==> src/design/dnsr_pkg.sv <==
// Package for the DNS fixed-answer responder.
// Holds channel payload types and the front-to-back command format.
// No dependencies.
package dnsr_pkg;

  // Upper bound on stored questions, sizes the command snapshot
  localparam int QSLOTS = 3;

  localparam logic [7:0] FLAG_QR      = 8'h80;
  localparam logic [7:0] FLAG_TC      = 8'h04;
  localparam logic [7:0] NAME_PTR     = 8'hC0;
  localparam logic [7:0] RESP_FLAGS   = 8'h80;
  localparam logic [7:0] RDLEN_LO     = 8'h04;
  localparam logic [9:0] HEADER_BYTES = 10'd12;

  // Configuration register indexes
  localparam logic [1:0] REG_ADDRESS = 2'd0;
  localparam logic [1:0] REG_TTL     = 2'd1;

  typedef struct packed {
    logic [7:0] payload_byte;
    logic       end_of_packet;
  } in_t;

  typedef struct packed {
    logic [7:0] reply_byte;
    logic       reply_last;
    logic       drop;
  } out_t;

  // At most one command per accepted query byte: up to three literal bytes,
  // then an answer burst, then an optional drop marker.
  typedef struct packed {
    logic [2:0][7:0]         lit;
    logic [1:0]              lit_cnt;
    logic                    lit_last;
    logic [1:0]              ans_cnt;
    logic                    tail_drop;
    logic [QSLOTS-1:0][9:0]  off;
    logic [QSLOTS-1:0][31:0] tc;
  } cmd_t;

endpackage

==> src/design/dnsr_front.sv <==
// Front end: parses query bytes and turns them into reply commands.
// Depends on dnsr_pkg.
module dnsr_front #(
  parameter int MAX_QUESTIONS   = 3,
  parameter int MAX_REPLY_BYTES = 1024
) (
  input  logic            clk,
  input  logic            rst,
  input  logic            accept,
  input  dnsr_pkg::in_t   in_data,
  output logic            push,
  output dnsr_pkg::cmd_t  cmd
);
  import dnsr_pkg::*;

  typedef enum logic [2:0] {
    PH_HEADER, PH_NAMELEN, PH_LABEL, PH_TAIL, PH_IGNORE
  } phase_t;

  phase_t      phase, phase_next;
  logic [10:0] pos, pos_next;
  logic [15:0] held_id, held_id_next;
  logic [15:0] qtotal, qtotal_next;
  logic [1:0]  qidx, qidx_next;
  logic [7:0]  label_rem, label_rem_next;
  logic [1:0]  tail_cnt, tail_cnt_next;
  logic [MAX_QUESTIONS-1:0][9:0]  qoff, qoff_next;
  logic [MAX_QUESTIONS-1:0][31:0] qtc, qtc_next;

  logic [7:0]  b;
  logic        eop;
  logic        finished;
  logic [20:0] reply_len;
  cmd_t        c;

  assign b   = in_data.payload_byte;
  assign eop = in_data.end_of_packet;
  // reply length if this byte were echoed
  assign reply_len = {10'd0, pos} + 21'd1 + {1'b0, qtotal, 4'd0};

  // byte classification and next state
  always_comb begin
    c              = '0;
    finished       = 1'b0;
    phase_next     = phase;
    pos_next       = pos;
    held_id_next   = held_id;
    qtotal_next    = qtotal;
    qidx_next      = qidx;
    label_rem_next = label_rem;
    tail_cnt_next  = tail_cnt;
    qoff_next      = qoff;
    qtc_next       = qtc;

    if (phase != PH_IGNORE) begin
      if (phase == PH_HEADER) begin
        case (pos)
          11'd0: held_id_next[15:8] = b;
          11'd1: held_id_next[7:0]  = b;
          11'd2: begin
            if ((b & (FLAG_QR | FLAG_TC)) != 8'd0) begin
              finished = 1'b1;
            end else begin
              c.lit     = {RESP_FLAGS, held_id[7:0], held_id[15:8]};
              c.lit_cnt = 2'd3;
            end
          end
          11'd4: begin
            qtotal_next = {b, 8'd0};
            c.lit[0]    = b;
            c.lit_cnt   = 2'd1;
          end
          11'd5: begin
            qtotal_next = {qtotal[15:8], b};
            c.lit[0]    = b;
            c.lit_cnt   = 2'd1;
            if ({qtotal[15:8], b} > 16'(MAX_QUESTIONS)) begin
              c.tail_drop = 1'b1;
              finished    = 1'b1;
            end
          end
          11'd6: begin
            c.lit[0]  = qtotal[15:8];
            c.lit_cnt = 2'd1;
          end
          11'd7: begin
            c.lit[0]  = qtotal[7:0];
            c.lit_cnt = 2'd1;
          end
          11'd11: begin
            c.lit_cnt = 2'd1;
            if (qtotal == 16'd0) begin
              c.lit_last = 1'b1;
              finished   = 1'b1;
            end else begin
              phase_next   = PH_NAMELEN;
              qidx_next    = 2'd0;
              qoff_next[0] = HEADER_BYTES;
            end
          end
          default: c.lit_cnt = 2'd1;
        endcase
      end else if (reply_len > 21'(MAX_REPLY_BYTES)) begin
        c.tail_drop = 1'b1;
        finished    = 1'b1;
      end else if (phase == PH_NAMELEN) begin
        c.lit[0]  = b;
        c.lit_cnt = 2'd1;
        if (b == 8'd0) begin
          phase_next    = PH_TAIL;
          tail_cnt_next = 2'd0;
        end else begin
          phase_next     = PH_LABEL;
          label_rem_next = b;
        end
      end else if (phase == PH_LABEL) begin
        c.lit[0]       = b;
        c.lit_cnt      = 2'd1;
        label_rem_next = label_rem - 8'd1;
        if (label_rem_next == 8'd0) phase_next = PH_NAMELEN;
      end else begin
        // type and class bytes
        c.lit[0]      = b;
        c.lit_cnt     = 2'd1;
        tail_cnt_next = tail_cnt + 2'd1;
        if (32'(qidx) < 32'(MAX_QUESTIONS)) qtc_next[qidx] = {qtc[qidx][23:0], b};
        if (tail_cnt == 2'd3) begin
          qidx_next = qidx + 2'd1;
          if ({14'd0, qidx_next} >= qtotal) begin
            c.ans_cnt = qtotal[1:0];
            finished  = 1'b1;
          end else begin
            phase_next = PH_NAMELEN;
            if (32'(qidx_next) < 32'(MAX_QUESTIONS)) qoff_next[qidx_next] = pos[9:0] + 10'd1;
          end
        end
      end

      if (finished) begin
        phase_next = eop ? PH_HEADER : PH_IGNORE;
      end else if (eop) begin
        c.tail_drop = 1'b1;
      end else begin
        pos_next = pos + 11'd1;
      end
    end

    if (eop) begin
      phase_next     = PH_HEADER;
      pos_next       = 11'd0;
      qidx_next      = 2'd0;
      label_rem_next = 8'd0;
      tail_cnt_next  = 2'd0;
    end

    // snapshot of the question stores for the answer burst
    for (int i = 0; i < MAX_QUESTIONS; i++) begin
      c.off[i] = qoff_next[i];
      c.tc[i]  = qtc_next[i];
    end
  end

  assign cmd  = c;
  assign push = accept && (c.lit_cnt != 2'd0 || c.ans_cnt != 2'd0 || c.tail_drop);

  // parser state
  always_ff @(posedge clk) begin
    if (rst) begin
      phase     <= PH_HEADER;
      pos       <= '0;
      held_id   <= '0;
      qtotal    <= '0;
      qidx      <= '0;
      label_rem <= '0;
      tail_cnt  <= '0;
    end else if (accept) begin
      phase     <= phase_next;
      pos       <= pos_next;
      held_id   <= held_id_next;
      qtotal    <= qtotal_next;
      qidx      <= qidx_next;
      label_rem <= label_rem_next;
      tail_cnt  <= tail_cnt_next;
    end
  end

  // question stores, no reset
  always_ff @(posedge clk) begin
    if (accept) begin
      qoff <= qoff_next;
      qtc  <= qtc_next;
    end
  end

endmodule

==> src/design/dnsr_cmd_fifo.sv <==
// Two-entry command queue between the parser and the reply generator.
// Depends on dnsr_pkg.
module dnsr_cmd_fifo (
  input  logic            clk,
  input  logic            rst,
  input  logic            push,
  input  dnsr_pkg::cmd_t  wr_cmd,
  output logic            full,
  output logic            avail,
  input  logic            pop,
  output dnsr_pkg::cmd_t  rd_cmd
);
  import dnsr_pkg::*;

  cmd_t       mem [2];
  logic       wr_ptr, rd_ptr;
  logic [1:0] count;

  assign full   = (count == 2'd2);
  assign avail  = (count != 2'd0);
  assign rd_cmd = mem[rd_ptr];

  // storage
  always_ff @(posedge clk) begin
    if (push) mem[wr_ptr] <= wr_cmd;
  end

  // pointers and fill count
  always_ff @(posedge clk) begin
    if (rst) begin
      wr_ptr <= 1'b0;
      rd_ptr <= 1'b0;
      count  <= 2'd0;
    end else begin
      if (push) wr_ptr <= ~wr_ptr;
      if (pop)  rd_ptr <= ~rd_ptr;
      count <= count + {1'b0, push} - {1'b0, pop};
    end
  end

`ifndef NO_ASSERTIONS
  a_no_overfill: assert property (@(posedge clk) disable iff (rst) !(push && full && !pop))
    else $error("command pushed into full queue");
  a_no_underrun: assert property (@(posedge clk) disable iff (rst) pop |-> avail)
    else $error("command popped from empty queue");
  a_count_range: assert property (@(posedge clk) disable iff (rst) count != 2'd3)
    else $error("queue count out of range");
`endif

endmodule

==> src/design/dnsr_back.sv <==
// Back end: expands commands into reply beats behind an output register.
// Depends on dnsr_pkg.
module dnsr_back (
  input  logic            clk,
  input  logic            rst,
  input  logic            cmd_avail,
  input  dnsr_pkg::cmd_t  cmd,
  output logic            cmd_pop,
  input  logic [31:0]     answer_address,
  input  logic [31:0]     answer_ttl,
  output logic            out_valid,
  input  logic            out_stall,
  output dnsr_pkg::out_t  out_data
);
  import dnsr_pkg::*;

  typedef enum logic [1:0] {ST_LIT, ST_ANS, ST_DROP} stage_t;

  stage_t     stage;
  logic [1:0] lit_i;
  logic [1:0] ans_i;
  logic [3:0] ans_k;

  logic       slot_free;
  logic       go;
  logic       emit;
  out_t       beat;
  logic [7:0] ans_byte;
  logic [9:0] off;
  logic [31:0] tc;

  assign slot_free = !out_valid || !out_stall;
  assign go        = cmd_avail && slot_free;
  assign off       = cmd.off[ans_i];
  assign tc        = cmd.tc[ans_i];

  // answer record byte select
  always_comb begin
    case (ans_k)
      4'd0:    ans_byte = NAME_PTR | {6'd0, off[9:8]};
      4'd1:    ans_byte = off[7:0];
      4'd2:    ans_byte = tc[31:24];
      4'd3:    ans_byte = tc[23:16];
      4'd4:    ans_byte = tc[15:8];
      4'd5:    ans_byte = tc[7:0];
      4'd6:    ans_byte = answer_ttl[31:24];
      4'd7:    ans_byte = answer_ttl[23:16];
      4'd8:    ans_byte = answer_ttl[15:8];
      4'd9:    ans_byte = answer_ttl[7:0];
      4'd10:   ans_byte = 8'd0;
      4'd11:   ans_byte = RDLEN_LO;
      4'd12:   ans_byte = answer_address[31:24];
      4'd13:   ans_byte = answer_address[23:16];
      4'd14:   ans_byte = answer_address[15:8];
      default: ans_byte = answer_address[7:0];
    endcase
  end

  // current beat of the command
  always_comb begin
    emit    = 1'b0;
    beat    = '0;
    cmd_pop = 1'b0;
    case (stage)
      ST_LIT: begin
        if (lit_i < cmd.lit_cnt) begin
          emit            = 1'b1;
          beat.reply_byte = cmd.lit[lit_i];
          beat.reply_last = cmd.lit_last && (lit_i == cmd.lit_cnt - 2'd1);
        end
      end
      ST_ANS: begin
        if (cmd.ans_cnt != 2'd0) begin
          emit            = 1'b1;
          beat.reply_byte = ans_byte;
          beat.reply_last = (ans_k == 4'd15) && (ans_i == cmd.ans_cnt - 2'd1);
        end
      end
      ST_DROP: begin
        cmd_pop = go;
        if (cmd.tail_drop) begin
          emit            = 1'b1;
          beat.reply_last = 1'b1;
          beat.drop       = 1'b1;
        end
      end
      default: ;
    endcase
  end

  // sequencer and output register
  always_ff @(posedge clk) begin
    if (rst) begin
      stage     <= ST_LIT;
      lit_i     <= '0;
      ans_i     <= '0;
      ans_k     <= '0;
      out_valid <= 1'b0;
    end else begin
      if (slot_free) out_valid <= go && emit;
      if (go) begin
        if (emit) out_data <= beat;
        case (stage)
          ST_LIT: begin
            if (emit) lit_i <= lit_i + 2'd1;
            else      stage <= ST_ANS;
          end
          ST_ANS: begin
            if (!emit) begin
              stage <= ST_DROP;
            end else if (ans_k == 4'd15) begin
              ans_k <= '0;
              if (ans_i == cmd.ans_cnt - 2'd1) stage <= ST_DROP;
              else                             ans_i <= ans_i + 2'd1;
            end else begin
              ans_k <= ans_k + 4'd1;
            end
          end
          ST_DROP: begin
            stage <= ST_LIT;
            lit_i <= '0;
            ans_i <= '0;
            ans_k <= '0;
          end
          default: stage <= ST_LIT;
        endcase
      end
    end
  end

endmodule

==> src/design/dns_query_fixed_answer_responder_top.sv <==
// Top level of the DNS fixed-answer responder: config registers, parser,
// command queue and reply generator. Depends on dnsr_pkg and its submodules.
//
//  channel | direction | handshake          | payload
//  in      | input     | in_valid/in_stall  | in_data (payload_byte, end_of_packet)
//  out     | output    | out_valid/out_stall| out_data (reply_byte, reply_last, drop)
//  cfg     | input     | cfg_valid/cfg_ready| cfg_index, cfg_data
//
// A query byte is taken each cycle while the command queue has room.
// Each command is expanded into its literal, answer and drop beats in turn;
// the final tail byte expands into 1 + 16 per question beats, which holds
// off input once the two-entry queue fills.
// rst is synchronous; it restores the config defaults and idles both ends.
// out_stall holds the output register; the two-entry queue takes commands until full.
module dns_query_fixed_answer_responder_top #(
  parameter int MAX_QUESTIONS   = 3,
  parameter int MAX_REPLY_BYTES = 1024
) (
  input  logic            clk,
  input  logic            rst,
  input  logic            in_valid,
  output logic            in_stall,
  input  dnsr_pkg::in_t   in_data,
  output logic            out_valid,
  input  logic            out_stall,
  output dnsr_pkg::out_t  out_data,
  input  logic            cfg_valid,
  output logic            cfg_ready,
  input  logic [1:0]      cfg_index,
  input  logic [31:0]     cfg_data
);
  import dnsr_pkg::*;

  logic [31:0] answer_address;
  logic [31:0] answer_ttl;
  logic        full, avail, push, pop, accept;
  cmd_t        wr_cmd, rd_cmd;

  assign cfg_ready = 1'b1;
  assign in_stall  = full;
  assign accept    = in_valid && !full;

  // configuration registers
  always_ff @(posedge clk) begin
    if (rst) begin
      answer_address <= 32'hC0A80401;
      answer_ttl     <= 32'd1;
    end else if (cfg_valid) begin
      case (cfg_index)
        REG_ADDRESS: answer_address <= cfg_data;
        REG_TTL:     answer_ttl     <= cfg_data;
        default: ;
      endcase
    end
  end

  dnsr_front #(
    .MAX_QUESTIONS  (MAX_QUESTIONS),
    .MAX_REPLY_BYTES(MAX_REPLY_BYTES)
  ) u_front (
    .clk    (clk),
    .rst    (rst),
    .accept (accept),
    .in_data(in_data),
    .push   (push),
    .cmd    (wr_cmd)
  );

  dnsr_cmd_fifo u_fifo (
    .clk   (clk),
    .rst   (rst),
    .push  (push),
    .wr_cmd(wr_cmd),
    .full  (full),
    .avail (avail),
    .pop   (pop),
    .rd_cmd(rd_cmd)
  );

  dnsr_back u_back (
    .clk           (clk),
    .rst           (rst),
    .cmd_avail     (avail),
    .cmd           (rd_cmd),
    .cmd_pop       (pop),
    .answer_address(answer_address),
    .answer_ttl    (answer_ttl),
    .out_valid     (out_valid),
    .out_stall     (out_stall),
    .out_data      (out_data)
  );

endmodule

==> config.mk <==
export PLATFORM = sky130hd
export DESIGN_NAME = dns_query_fixed_answer_responder_top
export DESIGN_NICKNAME = d
export VERILOG_FILES = /design/src/design/dnsr_pkg.sv /design/src/design/dnsr_front.sv /design/src/design/dnsr_cmd_fifo.sv /design/src/design/dnsr_back.sv /design/src/design/dns_query_fixed_answer_responder_top.sv
export SDC_FILE = /design/constraint.sdc
export NUM_CORES = 1
export LEC_CHECK = 0
export BUFFER_PORTS_ARGS = -buffer_cell sky130_fd_sc_hd__buf_4
export CAP_MARGIN = 10
export CORE_MARGIN = 2
export CORE_UTILIZATION = 55
export CTS_CLUSTER_DIAMETER = 200
export DETAILED_ROUTE_END_ITERATION = 8
export GPL_TIMING_DRIVEN = 0
export HOLD_SLACK_MARGIN = 0.03
export PLACE_DENSITY_LB_ADDON = 0.15
export SYNTH_ARGS = -nofsm -noshare
export SYNTH_HDL_FRONTEND = slang
export SYNTH_SLANG_ARGS = --single-unit
==> constraint.sdc <==
create_clock -name clk -period 25.2 [get_ports clk]
set_input_delay 2.52 -clock clk [delete_from_list [all_inputs] [get_ports clk]]
set_output_delay 2.52 -clock clk [all_outputs]
set_load 0.1 [all_outputs]
; Yosys cells after proc, flatten, opt, wreduce, memory -nomap -nowiden
; Memory sizes are Yosys's and may differ from the RTL's. A register that Yosys moved wholly into a read port is not among the register bits.
; Index checks and enable logic that the tools add are counted.
[totals]
regBits = 273
n_memories = 1
output_inout_bits = 13
in_bits = 48
mem_bits_rw = 312
[mem_list]
columns = memory, words, word_bits, read_ports, rd_ports_with_merged_regs, wr, line_no
row1 = u_fifo.mem, 2, 156, 1, 1, 1, dnsr_cmd_fifo.sv:15  ; cmd_t mem [2];
[op_classes]
n_mux = 132
reduce_logical = 52
magnitude_cmp = 12
n_eq_ne = 55
add_sub_neg = 14
n_bitwise = 4
[op_table]
columns = cell, count
row1 = $mux 96, 6
row2 = $mux 30, 8
row3 = $bmux 32 s2, 2
row4 = $pmux 8 s15, 1
row5 = $bwmux 96, 1
row6 = $mux 10, 7
row7 = $demux 32 s2, 1
row8 = $mux 32, 2
row9 = $mux 8, 8
row10 = $mux 2, 31
row11 = $eq 11x3->1 const B, 4
row12 = $mux 3, 12
row13 = $mux 11, 3
row14 = $eq 4x4->1 const B, 8
row15 = $mux 16, 2
row16 = $pmux 16 s2, 1
row17 = $pmux 8 s4, 1
row18 = $bwmux 30, 1
row19 = $mux 1, 26
row20 = $mux 26, 1
row21 = $mux 24, 1
row22 = $add 21x20->21, 1
row23 = $gt 21x11->1 const B, 1
row24 = $ne 3x3->1 const B, 7
row25 = 64 further kinds, 133

; Depth between registers and ports, before layout
[depth]
ltp_word = 17
mapped_depth = 18

; Hierarchy
; Synthesis repeated with hierarchy kept, for this count alone.
[hier_totals]
cells_unflattened = 2126
hier_area_um2 = 27704.1
[by_module_without_submodules]
columns = mod, seq_area_each_um2, cells_per_inst, n_inst, area_each_um2
row1 = dnsr_cmd_fifo, 9469.1, 506, 1, 11529.8
row2 = dnsr_front, 4944.7, 965, 1, 10386.2
row3 = dnsr_back, 520.5, 400, 1, 3108.0
row4 = dns_query_fixed_answer_responder_top, 1281.2, 255, 1, 2680.1

; Worst setup path before layout
; No wires, ideal clock.
[synth_timing]
path_type = input to register
startpoint = in in_valid
endpoint = mem u_fifo.mem[0][0] (netlist name), enable pin
arrival_time_ns = 13.101
path_stages = 7
path_buffers = 1
slack_ns = 11.439
setup_time_ns = 0.659
cell_sequence = nand2_1 -> inv_1 -> clkbuf_1 -> nand2_1 -> a31oi_1 -> inv_1 -> nor2_1
[synth_between]
elab_chain_len = 4
[synth_rtl]
columns = element, line_no
row1 = from (decl), dns_query_fixed_answer_responder_top.sv:21  ; input logic in_valid,
row2 = $logic_and 1x1->1, dns_query_fixed_answer_responder_top.sv:41  ; assign accept = in_valid && !full;
row3 = net accept, dns_query_fixed_answer_responder_top.sv:36  ; logic full, avail, push, pop, accept;
row4 = $logic_and 1x1->1, dnsr_front.sv:164  ; assign push = accept && (c.lit_cnt != 2'd0 || c.ans_cnt != 2'd0 || c.tail_drop);
row5 = $mux 1, dnsr_cmd_fifo.sv:25  ; if (push) mem[wr_ptr] <= wr_cmd;
row6 = $mux 1 (not written as such), dnsr_cmd_fifo.sv:25
row7 = to (decl), dnsr_cmd_fifo.sv:15
; The timed path passes the listed nets, and every way through them passes these cells.

; Worst setup path in the final report
[layout_timing]
startpoint = reg u_front.qidx[1]
endpoint = mem u_fifo.mem[0][31] (netlist name), enable pin
[layout_between]
elab_chain_len = 15
[layout_rtl]
columns = element, line_no
row1 = from (decl), dnsr_front.sv:24  ; logic [1:0] qidx, qidx_next;
row2 = from (signal assigned), dnsr_front.sv:181  ; qidx <= qidx_next;
row3 = $add 2x1->2 (*), dnsr_front.sv:128  ; qidx_next = qidx + 2'd1;
row4 = $ge 2x16->1 (*), dnsr_front.sv:129  ; if ({14'd0, qidx_next} >= qtotal) begin
row5 = $mux 1 / $mux 2 (equally long branches), dnsr_front.sv:129
row6 = $mux 1 / $mux 2 (equally long branches), dnsr_front.sv:127  ; if (tail_cnt == 2'd3) begin
row7 = $mux 1 / $mux 2 (equally long branches), dnsr_front.sv:116  ; end else if (phase == PH_LABEL) begin
row8 = $mux 1 / $mux 2 (equally long branches), dnsr_front.sv:106  ; end else if (phase == PH_NAMELEN) begin
row9 = $mux 1 / $mux 2 (equally long branches), dnsr_front.sv:103  ; end else if (reply_len > 21'(MAX_REPLY_BYTES)) begin
row10 = $mux 1 / $mux 2 (equally long branches), dnsr_front.sv:56  ; if (phase == PH_HEADER) begin
row11 = $mux 1 / $mux 30 (equally long branches), dnsr_front.sv:55  ; if (phase != PH_IGNORE) begin
row12 = $mux 1 / $reduce_bool 2->1 (equally long branches), "dnsr_front.sv:139, dnsr_front.sv:164"
row13 = $mux 30 (*), dnsr_front.sv:55
row14 = $logic_or 1x1->1 (*), dnsr_front.sv:164
row15 = $logic_and 1x1->1 (*), dnsr_front.sv:164
row16 = $mux 1 (*), dnsr_cmd_fifo.sv:25
row17 = $mux 1 (not written as such) (*), dnsr_cmd_fifo.sv:25
; Every way passes the cells marked *; elsewhere a longest branch is shown, timed or not. The select of a mux whose other input is x is not followed.

==> results.sh <==
export IMPL_p_sw_uw=531
export IMPL_synth_seq_cells=572
export IMPL_drt_iter0_drc=2208
export IMPL_yosysMostFrequentCell="edfxtp_1"
export IMPL_finalWeightedCongestion=0.924
export IMPL_cts_root_buf="clkbuf_16"
export IMPL_setup_viol=0
export IMPL_p_clk_share_pct=39.4
export IMPL_yosysWarnings=0
export IMPL_drt_pass1_iter_count=7
export IMPL_die_y_um=219
export IMPL_pwr_share_seq_pct=50.4
export IMPL_cts_tree="done"
export IMPL_r2r_end="u_fifo.mem[0][31]$_DFFE_PP_"
export IMPL_yosys_area_top_type_share_pct=51.1
export IMPL_layout_drive_gt1_share_pct=17.0
export IMPL_clock_sinks=572
export IMPL_worstReg2RegStart="u_front.qidx[1]$_SDFFE_PP0P_"
export IMPL_routed_via_density=6.29
export IMPL_rsz0062_at_grt="false"
export IMPL_dieArea_um2=48100
export IMPL_end_kind="register"
export IMPL_r2r_slack_ns=18.91
export IMPL_gr_usage_all_layers_pct=28.3
export IMPL_core_um2=45600
export IMPL_fillers=3357
export IMPL_num_nets_final=2146
export IMPL_n_antenna_cell=0
export IMPL_synth_async_reset_ratio_pct=0
export IMPL_synth_area_per_cell_um2=13.1
export IMPL_comb_power_share_pct=10.1
export IMPL_status="finished clean"
export IMPL_ys_flop_type="edfxtp_1"
export IMPL_maxCapViolCount=0
export IMPL_cts_buffers=59
export IMPL_syn_inst=1939
export IMPL_required_ns=25.51
export IMPL_worst_ep_arrival_time_ns=6.61
export IMPL_p_per_area_nw_per_um2=76.7
export IMPL_startpoint_type="register"
export IMPL_swShare_pct=24.0
export IMPL_grt_pass1_vias=16400
export IMPL_cts_resized=0
export IMPL_die_w_um=219
export IMPL_clkTransAtPathRegs_ns=0.06
export IMPL_ys_seq_area_share_pct=62.0
export IMPL_cts_path_max_buffers=3
export IMPL_p_leak_nw=9.96
export IMPL_hold_path_class="reg -> reg"
export IMPL_wirelength_um=67900
export IMPL_initial_core_util_pct=55.9
export IMPL_drc=0
export IMPL_grt_max_degree=58
export IMPL_min_from="answer_ttl[6]$_SDFFE_PP0P_"
export IMPL_critPathMaxFanout=28
export IMPL_area_growth_pct=13.2
export IMPL_min_to="answer_ttl[6]$_SDFFE_PP0P_"
export IMPL_htreeDepth=2
export IMPL_drv_slew=0
export IMPL_antenna_found_initial=2
export IMPL_setup_tns_final_ns=0
export IMPL_hold_viol=0
export IMPL_syn_num_nets=2020
export IMPL_yosysUniqueCellTypes=80
export IMPL_skew_ns=0.0197
export IMPL_path_class="reg -> reg"
export IMPL_place_hpwl_um=46100
export IMPL_ir_drop_v=0.0000532
export IMPL_p_int_mw=1.68
export IMPL_pin_count=61
export IMPL_fin_crit_ns=6.29
export IMPL_synth_area_um2=25500
export IMPL_slew_headroom_pct=9.87
export IMPL_num_vias=17100
export IMPL_overflow=0
export IMPL_antenna_left=0
export IMPL_place_port_buffers=52
export IMPL_synth_area_leader_cell="edfxtp_1"
export IMPL_finalNonFillerCells=2714
export IMPL_synth_common_cells="edfxtp_1, nand2_1, dfxtp_1"
export IMPL_synth_area_leaders="edfxtp_1, dfxtp_1, mux4_2, mux2i_1, mux2_2"
export IMPL_postCtsSetupBuffers=0
export IMPL_synth_edf_count=434
export IMPL_clk_latency_ns=0.62
export IMPL_hold_depth=2
export IMPL_cts_hold_buf=0
export IMPL_routedWlPerCell_um=25.0
export IMPL_period_share_pct=25.0
export IMPL_max_freq_ghz=0.159
export IMPL_placed_cells=2602
export IMPL_num_rows=78
export IMPL_grt_pass1_wl_um=101000
export IMPL_reg2reg_depth=17
export IMPL_worstMarginPinSlew_ns=1.35
-- layout by cell type, fill, tap and decap left out, types with 9 or more instances in the layout --
cell type,synthesis,routed
nor4_1,10,10
nand3b_1,12,12
buf_1,13,13
edfxtp_1,434,434
o21ai_0,75,75
a21o_1,12,12
clkbuf_16,0,61
mux2i_1,108,108
a222oi_1,11,11
clkbuf_1,95,107
a22oi_1,30,30
and2_1,11,10
mux4_2,50,50
nand2b_1,12,12
nor3_1,18,18
mux2_4,30,30
and3_1,19,19
mux2_2,89,89
a21oi_1,107,107
or3_1,9,9
nor2_1,88,87
dfxtp_1,138,138
nand3_1,26,26
a221oi_1,9,9
buf_4,2,54
xor2_1,12,12
inv_1,77,77
or2_2,9,9
o22ai_1,46,46
buf_2,9,10
xnor2_1,14,14
ha_1,32,32
nand2_1,207,207
clkinv_1,0,15
-- stage by stage --
| stage | util [%] | hold slack, ns | setup slack [ns] | cell area [um^2] | power, mW |
|---|---|---|---|---|---|
| 2_1_floorplan | - | 0.433 | 11.44 | 25500 | 1.28 |
| 3_3_place_gp | 58.4 | 0.443 | 4.67 | 26600 | 1.36 |
| 3_5_place_dp | 59.0 | 0.450 | 18.41 | 26900 | 1.36 |
| 4_1_cts | 63.2 | 0.458 | 19.00 | 28800 | 2.22 |
| 5_1_grt | 63.3 | 0.473 | 18.57 | 28900 | 2.28 |
| 6_report | 63.3 | 0.458 | 18.91 | 28900 | 2.21 |
-- critical path, cell delays in order (launching register included) --
cell	delay, ns
dfxtp_1	0.37
clkbuf_1	0.70
clkbuf_1	0.91
inv_1	0.19
ha_1	0.36
ha_1	0.30
a21oi_1	0.18
nor4_1	0.10
a21oi_1	0.32
o21ai_0	0.22
a31oi_1	0.43
inv_1	0.21
nor2_4	0.56
buf_12	0.29
buf_16	0.20
buf_16	0.19
buf_12	0.22
buf_16	0.20
-- layer usage --
| layer | GRT usage [%] | vias to the layer above | part of all wire, % |
|---|---|---|---|
| met4 | 9.89 | 0 | 3.1 |
| met3 | 4.10 | 128 | 7.3 |
| li1 | - | 7598 | - |
| met1 | 40.3 | 8584 | 43 |
| met5 | 0 | - | 0 |
| met2 | 44.8 | 771 | 47 |
-- power by group through the flow --
stage	clock, mW	sequential (mW)	combinational, mW
finish	0.873	1.12	0.224
global placement	0	1.15	0.203
CTS	0.879	1.11	0.223
floorplan	0	1.15	0.128
global route	0.917	1.12	0.240
detailed placement	0	1.13	0.222
-- worst max-delay path by stage --
stage                                 startpoint                     endpoint  cells after the start  slack (ns)
detailed placement                    in_data[5]  u_fifo.mem[0][16]$_DFFE_PP_                     14       18.41
floorplan                               in_valid   u_fifo.mem[0][0]$_DFFE_PP_                      7       11.44
global route        u_front.qidx[1]$_SDFFE_PP0P_  u_fifo.mem[0][16]$_DFFE_PP_                     17       18.57
CTS                 u_front.qidx[1]$_SDFFE_PP0P_  u_fifo.mem[0][89]$_DFFE_PP_                     17       19.00
global placement                        in_valid  u_fifo.mem[0][77]$_DFFE_PP_                      8        4.67
finish              u_front.qidx[1]$_SDFFE_PP0P_  u_fifo.mem[0][31]$_DFFE_PP_                     17       18.91
-- final cells by class --
type	count	area (um^2)	area share, %
Multi-Input combinational cell	1168	8920	30.9
Tap cell	600	751	2.60
Buffer	122	503	1.74
Timing Repair Buffer	65	678	2.35
Clock buffer	77	1620	5.60
Inverter	77	289	1.00
Clock inverter	33	305	1.06
Sequential cell	572	15800	54.7
-- registers in the layout (all words and copies together) (netlist names), 3 cells and up, named ones only --
| register | cells |
|---|---|
| u_front.phase | 3 |
| u_front.qtotal | 16 |
| answer_address | 32 |
| u_back.ans_k | 4 |
| u_front.label_rem | 8 |
| u_front.pos | 11 |
| u_back.out_data | 10 |
| u_fifo.mem | 298 |
| u_front.qtc | 96 |
| u_front.qoff | 30 |
| u_front.held_id | 16 |
| answer_ttl | 32 |
-- cell families (layout without fill, tap and decap cells) --
kind of cell	after synthesis	in the layout	share of synthesized area, %
compound gates	368	368	9.34
fa+ha+maj	33	33	1.65
flops	572	572	62.0
xor+xnor	26	26	0.894
mux	277	277	14.4
simple gates	463	463	8.67
buf+inv	199	374	3.09
other cells	1	1	0.0147
Power figures use the tool's default switching activity.
